## src/sv/lpde_pkg.sv

```systemverilog
package lpde_pkg;

  // fixed-point layout of the ports
  localparam int FRAC_BITS = 16;
  localparam int PW        = FRAC_BITS + 2;   // x and P, signed Q1.F
  localparam int DW        = FRAC_BITS + 10;  // P', signed Q9.F
  localparam int MW        = 2 * PW;          // products before rounding
  localparam int DGW       = 5;               // degree field and degree_max register
  localparam int AW        = 3;               // config byte address

  localparam int MAX_DEGREE_DEF = 31;

  // config register indexes
  localparam logic REG_DEGREE_MAX = 1'b0;

  localparam logic [DGW-1:0] DEGREE_MAX_RST = DGW'(8);

  localparam logic signed [PW-1:0]   ONE_FX    = PW'(2 ** FRAC_BITS);
  localparam logic signed [MW-1:0]   ONE_MW    = MW'(ONE_FX);
  localparam logic signed [MW-1:0]   HALF_MW   = MW'(2 ** (FRAC_BITS - 1));
  localparam logic signed [DW-1:0]   DERIV_LIM = DW'(496 * (2 ** FRAC_BITS));
  localparam logic signed [DW:0]     DLIM_X    = (DW + 1)'(DERIV_LIM);

  // recurrence state handed from one cell to the next
  typedef struct packed {
    logic                 vld;
    logic                 last;
    logic signed [PW-1:0] x;
    logic signed [PW-1:0] p1;
    logic signed [PW-1:0] p2;
    logic signed [DW-1:0] d1;
    logic signed [DW-1:0] d2;
  } chain_t;

  // one result item
  typedef struct packed {
    logic                 vld;
    logic [DGW-1:0]       degree;
    logic signed [PW-1:0] poly;
    logic signed [DW-1:0] deriv;
    logic                 last;
  } res_t;

endpackage

```

## src/sv/lpde_cell.sv

```systemverilog
module lpde_cell
  import lpde_pkg::*;
#(
  parameter int unsigned K = 2
) (
  input  logic           clk,
  input  logic           rst_n,
  input  logic           adv,
  input  logic [DGW-1:0] top,
  input  chain_t         chain_i,
  output chain_t         chain_o,
  output res_t           res_o
);

  // round-half-up Q.F coefficients of the recurrence for degree K
  localparam int A_I = ((2 * K - 1) * (2 ** (FRAC_BITS + 1)) + K) / (2 * K);
  localparam int B_I = ((K - 1) * (2 ** (FRAC_BITS + 1)) + K) / (2 * K);
  localparam logic signed [PW-1:0] A_C = PW'(A_I);
  localparam logic signed [PW-1:0] B_C = PW'(B_I);
  localparam logic signed [PW-1:0] D_C = PW'(2 * K - 1);
  localparam logic [DGW-1:0]       DEG = DGW'(K);

  logic take;

  logic                 s1_vld_r, s1_last_r;
  logic signed [PW-1:0] s1_x_r, s1_p1_r;
  logic signed [DW-1:0] s1_d1_r, s1_d_r;
  logic signed [MW-1:0] s1_xp_r, s1_pb_r;
  logic signed [MW-1:0] s1_xp_nxt, s1_pb_nxt;
  logic signed [DW:0]   dsum;
  logic signed [DW-1:0] s1_d_nxt;

  logic                 s2_vld_r, s2_last_r;
  logic signed [PW-1:0] s2_x_r, s2_p1_r;
  logic signed [DW-1:0] s2_d1_r, s2_d_r;
  logic signed [MW-1:0] s2_at_r, s2_pb_r;
  logic signed [MW-1:0] t_full, s2_at_nxt;
  logic signed [PW-1:0] t_val;

  logic                 s3_vld_r, s3_last_r;
  logic signed [PW-1:0] s3_x_r, s3_p2_r, s3_p_r;
  logic signed [DW-1:0] s3_d2_r, s3_d_r;
  logic signed [MW-1:0] diff, r_full;
  logic signed [PW-1:0] s3_p_nxt;

  // tokens past the configured degree die here
  assign take = chain_i.vld && (32'(top) >= K);

  // stage 1: x*P(i-1), B*P(i-2) and the derivative
  always_comb begin
    s1_xp_nxt = chain_i.x * chain_i.p1;
    s1_pb_nxt = B_C * chain_i.p2;
    dsum      = D_C * chain_i.p1 + chain_i.d2;
    if (dsum > DLIM_X) begin
      s1_d_nxt = DERIV_LIM;
    end else if (dsum < -DLIM_X) begin
      s1_d_nxt = -DERIV_LIM;
    end else begin
      s1_d_nxt = dsum[DW-1:0];
    end
  end

  // stage 2: round t, then A*t
  always_comb begin
    t_full    = (s1_xp_r + HALF_MW) >>> FRAC_BITS;
    t_val     = t_full[PW-1:0];
    s2_at_nxt = A_C * t_val;
  end

  // stage 3: difference, round, saturate
  always_comb begin
    diff   = s2_at_r - s2_pb_r;
    r_full = (diff + HALF_MW) >>> FRAC_BITS;
    if (r_full > ONE_MW) begin
      s3_p_nxt = ONE_FX;
    end else if (r_full < -ONE_MW) begin
      s3_p_nxt = -ONE_FX;
    end else begin
      s3_p_nxt = r_full[PW-1:0];
    end
  end

  always_ff @(posedge clk) begin
    if (!rst_n) begin
      s1_vld_r <= 1'b0;
      s2_vld_r <= 1'b0;
      s3_vld_r <= 1'b0;
    end else if (adv) begin
      s1_vld_r <= take;
      s2_vld_r <= s1_vld_r;
      s3_vld_r <= s2_vld_r;
    end
  end

  always_ff @(posedge clk) begin
    if (adv) begin
      s1_last_r <= (32'(top) == K);
      s1_x_r    <= chain_i.x;
      s1_p1_r   <= chain_i.p1;
      s1_d1_r   <= chain_i.d1;
      s1_xp_r   <= s1_xp_nxt;
      s1_pb_r   <= s1_pb_nxt;
      s1_d_r    <= s1_d_nxt;

      s2_last_r <= s1_last_r;
      s2_x_r    <= s1_x_r;
      s2_p1_r   <= s1_p1_r;
      s2_d1_r   <= s1_d1_r;
      s2_d_r    <= s1_d_r;
      s2_pb_r   <= s1_pb_r;
      s2_at_r   <= s2_at_nxt;

      s3_last_r <= s2_last_r;
      s3_x_r    <= s2_x_r;
      s3_p2_r   <= s2_p1_r;
      s3_d2_r   <= s2_d1_r;
      s3_d_r    <= s2_d_r;
      s3_p_r    <= s3_p_nxt;
    end
  end

  assign chain_o = '{vld: s3_vld_r, last: s3_last_r, x: s3_x_r, p1: s3_p_r, p2: s3_p2_r,
                     d1: s3_d_r, d2: s3_d2_r};

  assign res_o = '{vld: s3_vld_r, degree: DEG, poly: s3_p_r, deriv: s3_d_r,
                   last: s3_last_r};

endmodule

```

## config.mk

```make
export PLATFORM = sky130hd
export DESIGN_NAME = lpde_cell
export DESIGN_NICKNAME = d
export VERILOG_FILES = /design/src/sv/lpde_pkg.sv /design/src/sv/lpde_cell.sv
export SDC_FILE = /design/constraint.sdc
export NUM_CORES = 1
export LEC_CHECK = 0
export ABC_CLOCK_PERIOD_IN_PS = 8000
export BUFFER_PORTS_ARGS = -buffer_cell sky130_fd_sc_hd__buf_2
export CAP_MARGIN = 20
export CELL_PAD_IN_SITES_DETAIL_PLACEMENT = 1
export CELL_PAD_IN_SITES_GLOBAL_PLACEMENT = 2
export CORE_MARGIN = 2
export CORE_UTILIZATION = 26
export DETAILED_ROUTE_END_ITERATION = 16
export PLACE_DENSITY = 0.61
export SYNTH_ARGS = -nofsm -noshare
export SYNTH_HDL_FRONTEND = slang
export SYNTH_SLANG_ARGS = --single-unit
```

## constraint.sdc

```tcl
create_clock -name clk -period 8 [get_ports clk]
set_input_delay 1.6 -clock clk [delete_from_list [all_inputs] [get_ports clk]]
set_output_delay 1.6 -clock clk [all_outputs]
set_load 0.005 [all_outputs]
```

-- After elaboration in Yosys (flattened, before gate mapping)
Index checks and enable logic that the tools add are counted.
- register bits after elaboration: 379
- input port bits: 116
- output and inout bits: 159
- logic and storage cells: 43
- add/subtract/negate cells: 4
- multiply operators: 3
- magnitude comparators: 5
- eq/ne operators: 1
- mux-type cells: 2
- reductions and logical operators: 3
- operators by type and width (cell ; number):
    $mul A3 B18 Y21 const A ; 2
    $add A36 B17 Y36 const B ; 1
    $sub A36 B33 Y36 ; 1
    $add A34 B17 Y34 const B ; 1
    $mul A18 B18 Y34 ; 1
    $add A21 B26 Y27 ; 1
    $gt A27 B26 Y1 const B ; 1
    $lt A27 B26 Y1 const B ; 1
    $mux W26 ; 1
    $gt A20 B18 Y1 const B ; 1
    $lt A20 B17 Y1 const B ; 1
    $mux W18 ; 1
    $eq A5 B2 Y1 const B ; 1
    $ge A5 B2 Y1 const B ; 1
    $reduce_or A2 Y1 ; 2
    $logic_and A1 B1 Y1 ; 1

-- Logic depth before layout (Yosys ltp)
Gate-level depths: netlist (run 1).
- depth after elaboration: 4
- gate-level depth with buffers: 25
- depth with buffers taken out: 24

-- Worst setup path after synthesis (run 1)
OpenSTA, ideal clock, no wires.
- path kind: in2reg
- from: input chain_i[80] (netlist bit)
- to: register s1_xp_r[33], data pin
- setup time: 0.260 ns
- data arrival time: 7.189 ns
- required time: 7.740 ns
- setup slack: 0.551 ns
- stages: 22
- path buffers: 2
- path through: clkbuf_1 -> clkbuf_1 -> nand2_1 -> fa_1 -> inv_1 -> fa_1 -> fa_1 -> fa_1 -> fa_1 -> inv_1 -> fa_1 -> inv_1 -> ha_1 -> a21oi_1 -> nor2_1 -> o21a_1 -> a211o_1 -> a41o_1 -> a211oi_1 -> o31ai_1 -> a21oi_1 -> xnor2_1
- longest elaborated chain between the ends: 1
- RTL lines (element ; RTL line ; RTL):
    start, declared ; lpde_cell.sv:10 ; input chain_t chain_i,
    $mul A18 B18 Y34 ; lpde_cell.sv:51 ; s1_xp_nxt = chain_i.x * chain_i.p1;
    named net s1_xp_nxt[33] ; lpde_cell.sv:29 ; logic signed [MW-1:0] s1_xp_nxt, s1_pb_nxt;
    end signal, assigned ; lpde_cell.sv:101 ; s1_xp_r <= s1_xp_nxt;
    end, declared ; lpde_cell.sv:28 ; logic signed [MW-1:0] s1_xp_r, s1_pb_r;
The timed path passes the listed nets, and every way through them passes these cells.
A chain may end at the register's enable or synchronous reset.

-- Worst setup path after layout (run 1)
- from: input chain_i[93] (netlist bit)
- to: register s1_xp_r[33], data pin
The elaborated chain is that of the path after synthesis.

==> flow_summary.yaml, run 1 <==
yosys:
  syn_area_per_cell_um2: 11.9
  synth_common_cells: "480 x inv_1, 361 x edfxtp_1, 333 x fa_1, 211 x ha_1, 176 x nand2_1"
  synth_ff_type: "edfxtp_1"
  ys_ff_latch: 364
  yosysSeqAreaShare: 0.389
  synth_edf_count: 361
  async_reset_ff_frac: 0
  synth_top_area_share: 0.387
  ys_warn_count: 0
  synthMostInstantiatedCell: "inv_1"
  syn_area_um2: 28000
  synthCells: 2361
  synth_area_leaders: "edfxtp_1 39%, fa_1 24%, ha_1 9.4%"
  yosysTopAreaCell: "edfxtp_1"
  yosysUniqueCellTypes: 88
placed_design:
  gp_congestion: 0.825
  dp_hpwl_mm: 57.9
  dpl_cell_area_um2: 31200
  port_buffers: 268
  pre_cts_slack_ns: -0.106
cts:
  cts_resized: 0
  clock_latency_ns: 0.57
  clk_path_buf_depth: 3
  cts_setup_buffers: 0
  path_clk_slew_ns: 0.07
  cts.sinks: 364
  cts_tree: "built"
  cts_buffers: 41
  cts-root-buf: "clkbuf_16"
  htree_levels: 2
  ctsHoldBuffers: 0
worst_setup_path:
  cpMostUsedCell: "fa_1"
  ff2ff_path_depth: 15
  path_max_fanout: 10
  crit_path_top_delay_cell: "fa_1"
  cp_slowest_stage_delay_ns: 0.56
  critPathArrivalTime_ns: 7.76
  critPathCaptureType: "flip-flop"
  crit_type: "in -> reg"
  cp-start-kind: "primary input"
  worstPathCellList: "buf_2, and2_1, fa_1, inv_1, fa_1, fa_1, fa_1, inv_1, fa_1, fa_1, ha_1, nand4_1, a21oi_1, a221oi_1, buf_4, o21ai_1, a211o_1, a41o_1, a211oi_1, buf_4, o31ai_1, a21oi_1, xnor2_1"
  crit_required_ns: 8.29
floorplan:
  die_y_um: 332
  ioPinCount: 275
  die_x_um: 332
  rows: 120
  initial_core_util: 0.262
  core_area_um2: 107000
  die_area_um2: 110000
sta:
  period_needed_ns: 7.47
  worst_slew_pin_slew_ns: 0.980
  max_slew_margin: 0.347
  fmax_mhz: 134
  grt_setup_unrepaired: "no"
  slew_viol_final: 0
  layout_setup_ws_ns: 0.529
  fin_crit_sh: 0.934
  hold_violations: 0
  setup_viol: 0
  hold_ws_ns: 0.412
  clock_skew_ns: 0.0323
finish:
  layout-drive-gt1-share: 0.180
  area_delta_synth_final_pct: 16.5
  layout.nets: 3327
  design_area_um2: 32600
grt:
  grt_pass1_wl_mm: 113
  grt_usage: 0.130
  antenna_found_initial: 13
  grt_max_degree: 124
  grt-ovfl-total: 0
  grt_pass1_vias: 19700
route:
  drcViolationCount: 0
  viasPerCell: 4.24
  first_pass_iters: 4
  wl_mm: 70.0
  wl_per_cell_um: 17.1
  ant_nets: 0
  first_iter_violations: 608
  vias: 17400
run:
  drv_cap: 0
power_and_ir_drop:
  power_density_nw_per_um2: 485
  p_leak_nw: 14.6
  ir_drop_v: 0.000508
hold_path:
  hp-class: "reg -> reg"
  hold_path_depth: 0
status:
  status: "finished clean"
## stage by stage
step                std cells  utilization  TNS (ns)  total power, mW
floorplan                2364            -         0             10.6
detailed placement       4026        0.292    -0.162             14.1
global route             4100        0.305         0             17.7
global placement         4026        0.292    -0.369             13.9
finish                   4102        0.305         0             15.8
CTS                      4098        0.305         0             16.2
## registers in the layout (all words and copies together) (netlist names), 19 cells and up
register	flops
s1_xp_r	19
s2_d1_r	26
s1_d_r	26
s1_d1_r	26
s3_d2_r	26
s2_at_r	21
s3_d_r	26
s2_d_r	26
## final timing paths
path	start	slack (ns)	endpoint
setup reg to reg	s1_xp_r[15]	3.56	s2_at_r[35]
setup / recovery	chain_i[93]	0.53	s1_xp_r[33]
hold reg to reg	s1_p1_r[6]	0.41	s2_p1_r[6]
hold / removal	s1_p1_r[6]	0.41	s2_p1_r[6]
## power breakdown
group	leakage (nW)	switching, mW	internal, mW
registers	3.56	0.158	3.01
clock network	0.687	0.782	1.19
logic	10.3	5.79	4.89
## placed cells by master (no fill, tap or decap), types with 7 or more instances in the layout
cell type / count
a211oi_1: 9
a21boi_2: 8
a21o_1: 26
a21oi_1: 47
a21oi_2: 14
and2_1: 168
and3_1: 12
buf_2: 267
buf_4: 96
bufinv_16: 7
clkbuf_16: 41
clkinv_2: 8
edfxtp_1: 361
fa_1: 333
ha_1: 211
inv_1: 480
nand2_1: 176
nand2b_1: 13
nand3_1: 24
nand4_1: 10
nor2_1: 63
nor2b_1: 7
nor3_1: 27
nor3b_1: 7
nor4_1: 7
o211ai_1: 9
o21a_1: 11
o21ai_0: 30
o21bai_1: 7
xnor2_1: 66
xor2_1: 27
## worst max-delay path, delay by kind of cell
kind	cells	cell delay [ns]
buffers and inverters	5	0.65
adder cells (fa/ha/maj)	7	3.46
AND/OR/NAND/NOR	2	0.26
XOR/XNOR	1	0.09
AO/OA/AOI/OAI	8	1.68
## layer usage
metal | share of wire | track usage | wire [µm]
met3 | 0.034 | 0.0194 | 2410
met2 | 0.47 | 0.218 | 33200
met5 | 0.0015 | 0 | 108
met4 | 0.018 | 0.0291 | 1280
met1 | 0.47 | 0.176 | 33100
## kinds of logic after synthesis
logic type	share of synthesized area
adder cells (fa/ha/maj)	0.333
flip-flops	0.389
XOR/XNOR	0.0297
AND/OR/NAND/NOR	0.0987
multiplexers	0.00143
other	0.000268
buffers and inverters	0.0891
AO/OA/AOI/OAI	0.0585
## layout make-up
class | instances | area (µm²)
Tap cell | 1403 | 1760
Inverter | 481 | 1810
Clock buffer | 45 | 1060
Timing Repair Buffer | 366 | 2120
Fill cell | 11900 | 74300
Multi-Input combinational cell | 1413 | 14600
Clock inverter | 27 | 363
Antenna cell | 3 | 7.51
Sequential cell | 364 | 10900
Note: power is estimated with default switching activity, not from simulation.
==> run 2, diff against run 1 <==
--- a/config.mk
+++ b/config.mk
@@ -12,6 +12,7 @@
 export CELL_PAD_IN_SITES_GLOBAL_PLACEMENT = 2
 export CORE_MARGIN = 2
 export CORE_UTILIZATION = 26
+export CTS_BUF_LIST = sky130_fd_sc_hd__clkbuf_2
 export DETAILED_ROUTE_END_ITERATION = 16
 export PLACE_DENSITY = 0.61
 export SYNTH_ARGS = -nofsm -noshare
==> run 2 against run 1 <==
Non-clock buffer count stayed put. Fmax is 7.2% higher. Core utilization is 0.58 points lower. Setup slack better by 0.50 ns. Wire length is 0.27% higher. Global-route usage is 0.11 points higher. Via count is 1.6% higher. Clock power is 39% lower. Worst hold slack worse by 0.044 ns. Largest cell class unchanged.
==> flow_summary.yaml, run 2 (same netlist as run 1, synthesis figures left out) <==
finish:
  layout.nets: 3378
  layout-drive-gt1-share: 0.200
  area_delta_synth_final_pct: 14.3
  final_common_cell: "inv_1"
  fin_cells: 4196
  design_area_um2: 32000
  fillers: 12100
  final_util: 0.300
  final_cell_mix: "480 x inv_1, 361 x edfxtp_1, 333 x fa_1, 267 x buf_2, 211 x ha_1"
grt:
  use_met3: 0.0229
  met2_usage: 0.218
  antenna_found_initial: 13
  grt_max_degree: 124
  grt-ovfl-total: 0
  grtUsageMet1: 0.176
  grt_pass1_wl_mm: 114
  top_usage_layer: "met2"
  grt_pass1_vias: 20100
  grt_usage: 0.131
power_and_ir_drop:
  p_seq_frac: 0.211
  combPwrFrac: 0.709
  p_int_mw: 8.33
  ir_drop_v: 0.000506
  sw_frac_of_total: 0.445
  p_clk_frac: 0.080
  power_density_nw_per_um2: 469
  p_total_mw: 15.0
  p_leak_nw: 14.5
  switching_power_mw: 6.69
placed_design:
  dp_hpwl_mm: 57.9
  pre_cts_slack_ns: -0.106
  gp_congestion: 0.825
  place_inst: 4026
  port_buffers: 268
  dpl_cell_area_um2: 31200
sta:
  fin_tns_setup_ns: 0
  grt_setup_unrepaired: "no"
  slew_viol_final: 0
  setup_viol: 0
  clock_skew_ns: 0.134
  max_slew_margin: 0.343
  worst_slew_pin_slew_ns: 0.986
  hold_violations: 0
  period_needed_ns: 6.97
  layout_setup_ws_ns: 1.03
  hold_ws_ns: 0.368
  fin_crit_sh: 0.871
  fmax_mhz: 144
cts:
  cts_buffers: 92
  cts_setup_buffers: 0
  clock_latency_ns: 1.12
  clk_path_buf_depth: 3
  cts_resized: 0
  path_clk_slew_ns: 0.11
  cts_tree: "built"
  ctsHoldBuffers: 0
  cts-root-buf: "clkbuf_2"
  htree_levels: 3
  cts.sinks: 364
worst_setup_path:
  cp-start-kind: "primary input"
  critPathCaptureType: "flip-flop"
  r2r_start: "s1_xp_r[15]"
  crit_required_ns: 8.80
  rrSetupSlack_ns: 3.44
  path_max_fanout: 8
  crit_path_top_delay_cell: "fa_1"
  cpMostUsedCell: "fa_1"
  worstPathCellList: "buf_2, and2_1, fa_1, inv_1, fa_1, fa_1, fa_1, inv_1, fa_1, fa_1, ha_1, nand4_1, a21oi_1, a221oi_1, buf_4, o21ai_1, a211o_1, a41o_1, a211oi_1, buf_4, o31ai_1, a21oi_1, xnor2_1"
  crit_type: "in -> reg"
  r2r_end: "s2_at_r[35]"
  cp_top_family: "adder cells"
  critPathArrivalTime_ns: 7.77
  cp_num_buf_inv: 5
  ff2ff_path_depth: 15
  cp_slowest_stage_delay_ns: 0.56
floorplan:
  ioPinCount: 275
  die_y_um: 332
  initial_core_util: 0.262
  die_x_um: 332
  die_area_um2: 110000
  rows: 120
  core_area_um2: 107000
route:
  wl_per_cell_um: 16.7
  vias: 17700
  first_iter_violations: 559
  drcViolationCount: 0
  viasPerCell: 4.22
  first_pass_iters: 4
  ant_nets: 0
  wl_mm: 70.2
hold_path:
  hp-class: "reg -> reg"
  hold_start: "s2_last_r"
  min_to: "s3_last_r"
  hold_path_depth: 0
run:
  drv_cap: 0
status:
  status: "finished clean"
run 2: changes by cell type in the layout (fill, tap and decap cells not counted), moves of 3 or more:
cell,change
clkbuf_2,+128
bufinv_16,-7
clkinv_1,+24
inv_6,-4
clkinvlp_4,-3
clkbuf_16,-41
run 2: power groups by stage:
stage / clock network [mW] / logic [mW] / registers (mW)
2_1_floorplan: 0 / 7.50 / 3.15
3_3_place_gp: 0 / 10.7 / 3.20
3_5_place_dp: 0 / 10.9 / 3.21
4_1_cts: 1.30 / 11.0 / 3.17
5_1_grt: 1.38 / 12.4 / 3.20
6_report: 1.20 / 10.7 / 3.16
run 2: how the worst max path moves through the flow:
stage | cells after the start | slack [ns] | start | end
after floorplan | 22 | 0.55 | chain_i[80] | s1_xp_r[33]
after detailed placement | 23 | -0.11 | chain_i[78] | s1_xp_r[33]
after CTS | 23 | 1.16 | chain_i[78] | s1_xp_r[33]
after global routing | 27 | 0.83 | chain_i[95] | s1_xp_r[33]
final | 23 | 1.03 | chain_i[78] | s1_xp_r[33]
after global placement | 27 | -0.14 | chain_i[95] | s1_xp_r[33]
run 2: layout make-up:
cell class	count	area, µm²	share of cell area
Clock buffer	128	641	0.0200
Sequential cell	364	10900	0.340
Inverter	481	1810	0.0564
Multi-Input combinational cell	1413	14600	0.457
Timing Repair Buffer	366	2120	0.0662
Clock inverter	37	165	0.00516
Tap cell	1403	1760	0.0548
Antenna cell	4	10.0	0.000313
run 2: routing by layer:
metal | routed length (µm) | up-vias
li1 | - | 8364
met1 | 33000 | 8917
met2 | 33300 | 312
met3 | 2550 | 87
met4 | 1270 | 14
met5 | 90 | -
==> run 3, diff against run 2 <==
--- a/config.mk
+++ b/config.mk
@@ -5,6 +5,7 @@
 export SDC_FILE = /design/constraint.sdc
 export NUM_CORES = 1
 export LEC_CHECK = 0
+export ABC_AREA = 1
 export ABC_CLOCK_PERIOD_IN_PS = 8000
 export BUFFER_PORTS_ARGS = -buffer_cell sky130_fd_sc_hd__buf_2
 export CAP_MARGIN = 20
@@ -14,7 +15,7 @@
 export CORE_UTILIZATION = 26
 export CTS_BUF_LIST = sky130_fd_sc_hd__clkbuf_2
 export DETAILED_ROUTE_END_ITERATION = 16
-export PLACE_DENSITY = 0.61
+export PLACE_DENSITY = 0.63
 export SYNTH_ARGS = -nofsm -noshare
 export SYNTH_HDL_FRONTEND = slang
 export SYNTH_SLANG_ARGS = --single-unit
==> run 3 against run 2 <==
Non-clock buffer count decreased by 48. Setup slack improved by 0.36 ns. Die area increased by 5.9%. Critical endpoint is now s1_xp_r[32]. Highest routed layer unchanged.
==> flow_summary.yaml, run 3 <==
cts:
  cts_tree: "built"
  cts.sinks: 364
  htree_levels: 3
  path_clk_slew_ns: 0.10
  clk_path_buf_depth: 3
  cts_resized: 0
  cts_setup_buffers: 0
  ctsHoldBuffers: 0
  cts_buffers: 100
  clock_latency_ns: 1.27
  cts-root-buf: "clkbuf_2"
grt:
  grt_pass1_vias: 22400
  antenna_found_initial: 13
  grt_pass1_wl_mm: 126
  grt-ovfl-total: 0
  grt_max_degree: 172
  grt_usage: 0.139
yosys:
  synth_ff_type: "edfxtp_1"
  synth_common_cells: "814 x inv_1, 694 x nand2_1, 361 x edfxtp_1, 333 x fa_1, 211 x ha_1"
  ys_ff_latch: 364
  synthCells: 3087
  synth_top_area_share: 0.365
  syn_area_um2: 29700
  ys_warn_count: 0
  yosysTopAreaCell: "edfxtp_1"
  synth_area_leaders: "edfxtp_1 37%, fa_1 22%, inv_1 10%"
  syn_area_per_cell_um2: 9.62
  synthMostInstantiatedCell: "inv_1"
  async_reset_ff_frac: 0
  yosysUniqueCellTypes: 49
  synth_edf_count: 361
  yosysSeqAreaShare: 0.367
floorplan:
  die_x_um: 342
  initial_core_util: 0.263
  rows: 123
  die_area_um2: 117000
  die_y_um: 342
  core_area_um2: 113000
  ioPinCount: 275
worst_setup_path:
  critPathCaptureType: "flip-flop"
  path_max_fanout: 12
  crit_type: "in -> reg"
  crit_required_ns: 8.91
  cp-start-kind: "primary input"
  critPathArrivalTime_ns: 7.52
route:
  ant_nets: 0
  wl_per_cell_um: 15.8
  first_iter_violations: 771
  vias: 20300
  first_pass_iters: 5
  drcViolationCount: 0
  viasPerCell: 4.09
  wl_mm: 78.3
sta:
  grt_setup_unrepaired: "no"
  setup_viol: 0
  worst_slew_pin_slew_ns: 0.920
  period_needed_ns: 6.61
  fin_crit_sh: 0.826
  max_slew_margin: 0.387
  slew_viol_final: 0
  layout_setup_ws_ns: 1.39
  hold_violations: 0
  clock_skew_ns: 0.119
  hold_ws_ns: 0.318
  fin_tns_setup_ns: 0
  fmax_mhz: 151
finish:
  layout.nets: 4043
  final_util: 0.298
  layout-drive-gt1-share: 0.154
  fillers: 13300
  area_delta_synth_final_pct: 13.2
  final_cell_mix: "814 x inv_1, 694 x nand2_1, 361 x edfxtp_1, 333 x fa_1, 267 x buf_2"
  final_common_cell: "inv_1"
placed_design:
  dp_hpwl_mm: 65.5
  port_buffers: 268
  gp_congestion: 0.815
  pre_cts_slack_ns: 0.148
status:
  status: "finished clean"
run:
  drv_cap: 0
hold_path:
  hp-class: "reg -> reg"
run 3: changes by cell type after synthesis, sizes merged, moves of 33 or more:
cell	delta
and2	-167
inv	+335
nand2	+529
nand3	+39
nor2	+91
xnor2	-33
run 3: kinds of logic (layout without fill, tap and decap cells):
kind of cell | after synthesis | in the layout | share of synthesized area
buf+inv | 942 | 1315 | 0.127
simple gates | 994 | 994 | 0.139
other cells | 2 | 9 | 0.000253
fa+ha+maj | 544 | 544 | 0.313
xor+xnor | 82 | 82 | 0.0242
flops | 364 | 364 | 0.367
compound gates | 159 | 159 | 0.0292
run 3: worst paths after layout:
path | startpoint | end | slack, ns | depth (start not counted)
setup / recovery | chain_i[87] | s1_xp_r[32] | 1.39 | 21
hold / removal | s2_d_r[17] | s3_d_r[17] | 0.32 | 0
setup reg to reg | s1_xp_r[15] | s2_at_r[35] | 4.12 | 20
hold reg to reg | s2_d_r[17] | s3_d_r[17] | 0.32 | 0
run 3: layer usage:
| metal | wire, µm | track usage | vias up |
|---|---|---|---|
| met2 | 37600 | 0.239 | 272 |
| met5 | 31 | 0 | - |
| li1 | - | - | 9966 |
| met1 | 36700 | 0.183 | 9987 |
| met3 | 2710 | 0.0216 | 96 |
| met4 | 1270 | 0.0317 | 4 |
run 3: layout make-up:
class                           instances  area, µm²  share of cell area
Multi-Input combinational cell       1784      15100               0.448
Clock buffer                          141        706              0.0210
Sequential cell                       364      10900               0.324
Inverter                              815       3060              0.0910
Clock inverter                         41        264             0.00785
Antenna cell                            4       10.0            0.000298
Timing Repair Buffer                  318       1750              0.0521
Tap cell                             1500       1880              0.0558
run 3: metrics by stage:
stage / instance area (µm²) / instances
final: 33600 / 4967
after global routing: 33600 / 4965
after CTS: 33600 / 4963
after detailed placement: 32600 / 4781
after global placement: 32600 / 4781
after floorplan: 29700 / 3090
run 3: worst max-delay path, cell delays in order:
cell and delay (ns):
buf_2 0.14, inv_1 0.32, buf_4 0.29, nor2_1 0.08
fa_1 0.47, fa_1 0.53, fa_1 0.53, fa_1 0.54
fa_1 0.52, fa_1 0.50, ha_1 0.39, nand2_1 0.13
nor2_1 0.17, inv_1 0.06, nor2_1 0.23, nand4_1 0.12
a31o_2 0.24, nand2_1 0.20, a21oi_1 0.15, o21ai_0 0.20
xor2_1 0.10
Power of run 3 is left out: the tool's default activity adds up to more than one toggle a clock period on the data nets, which glitch-free logic cannot reach.
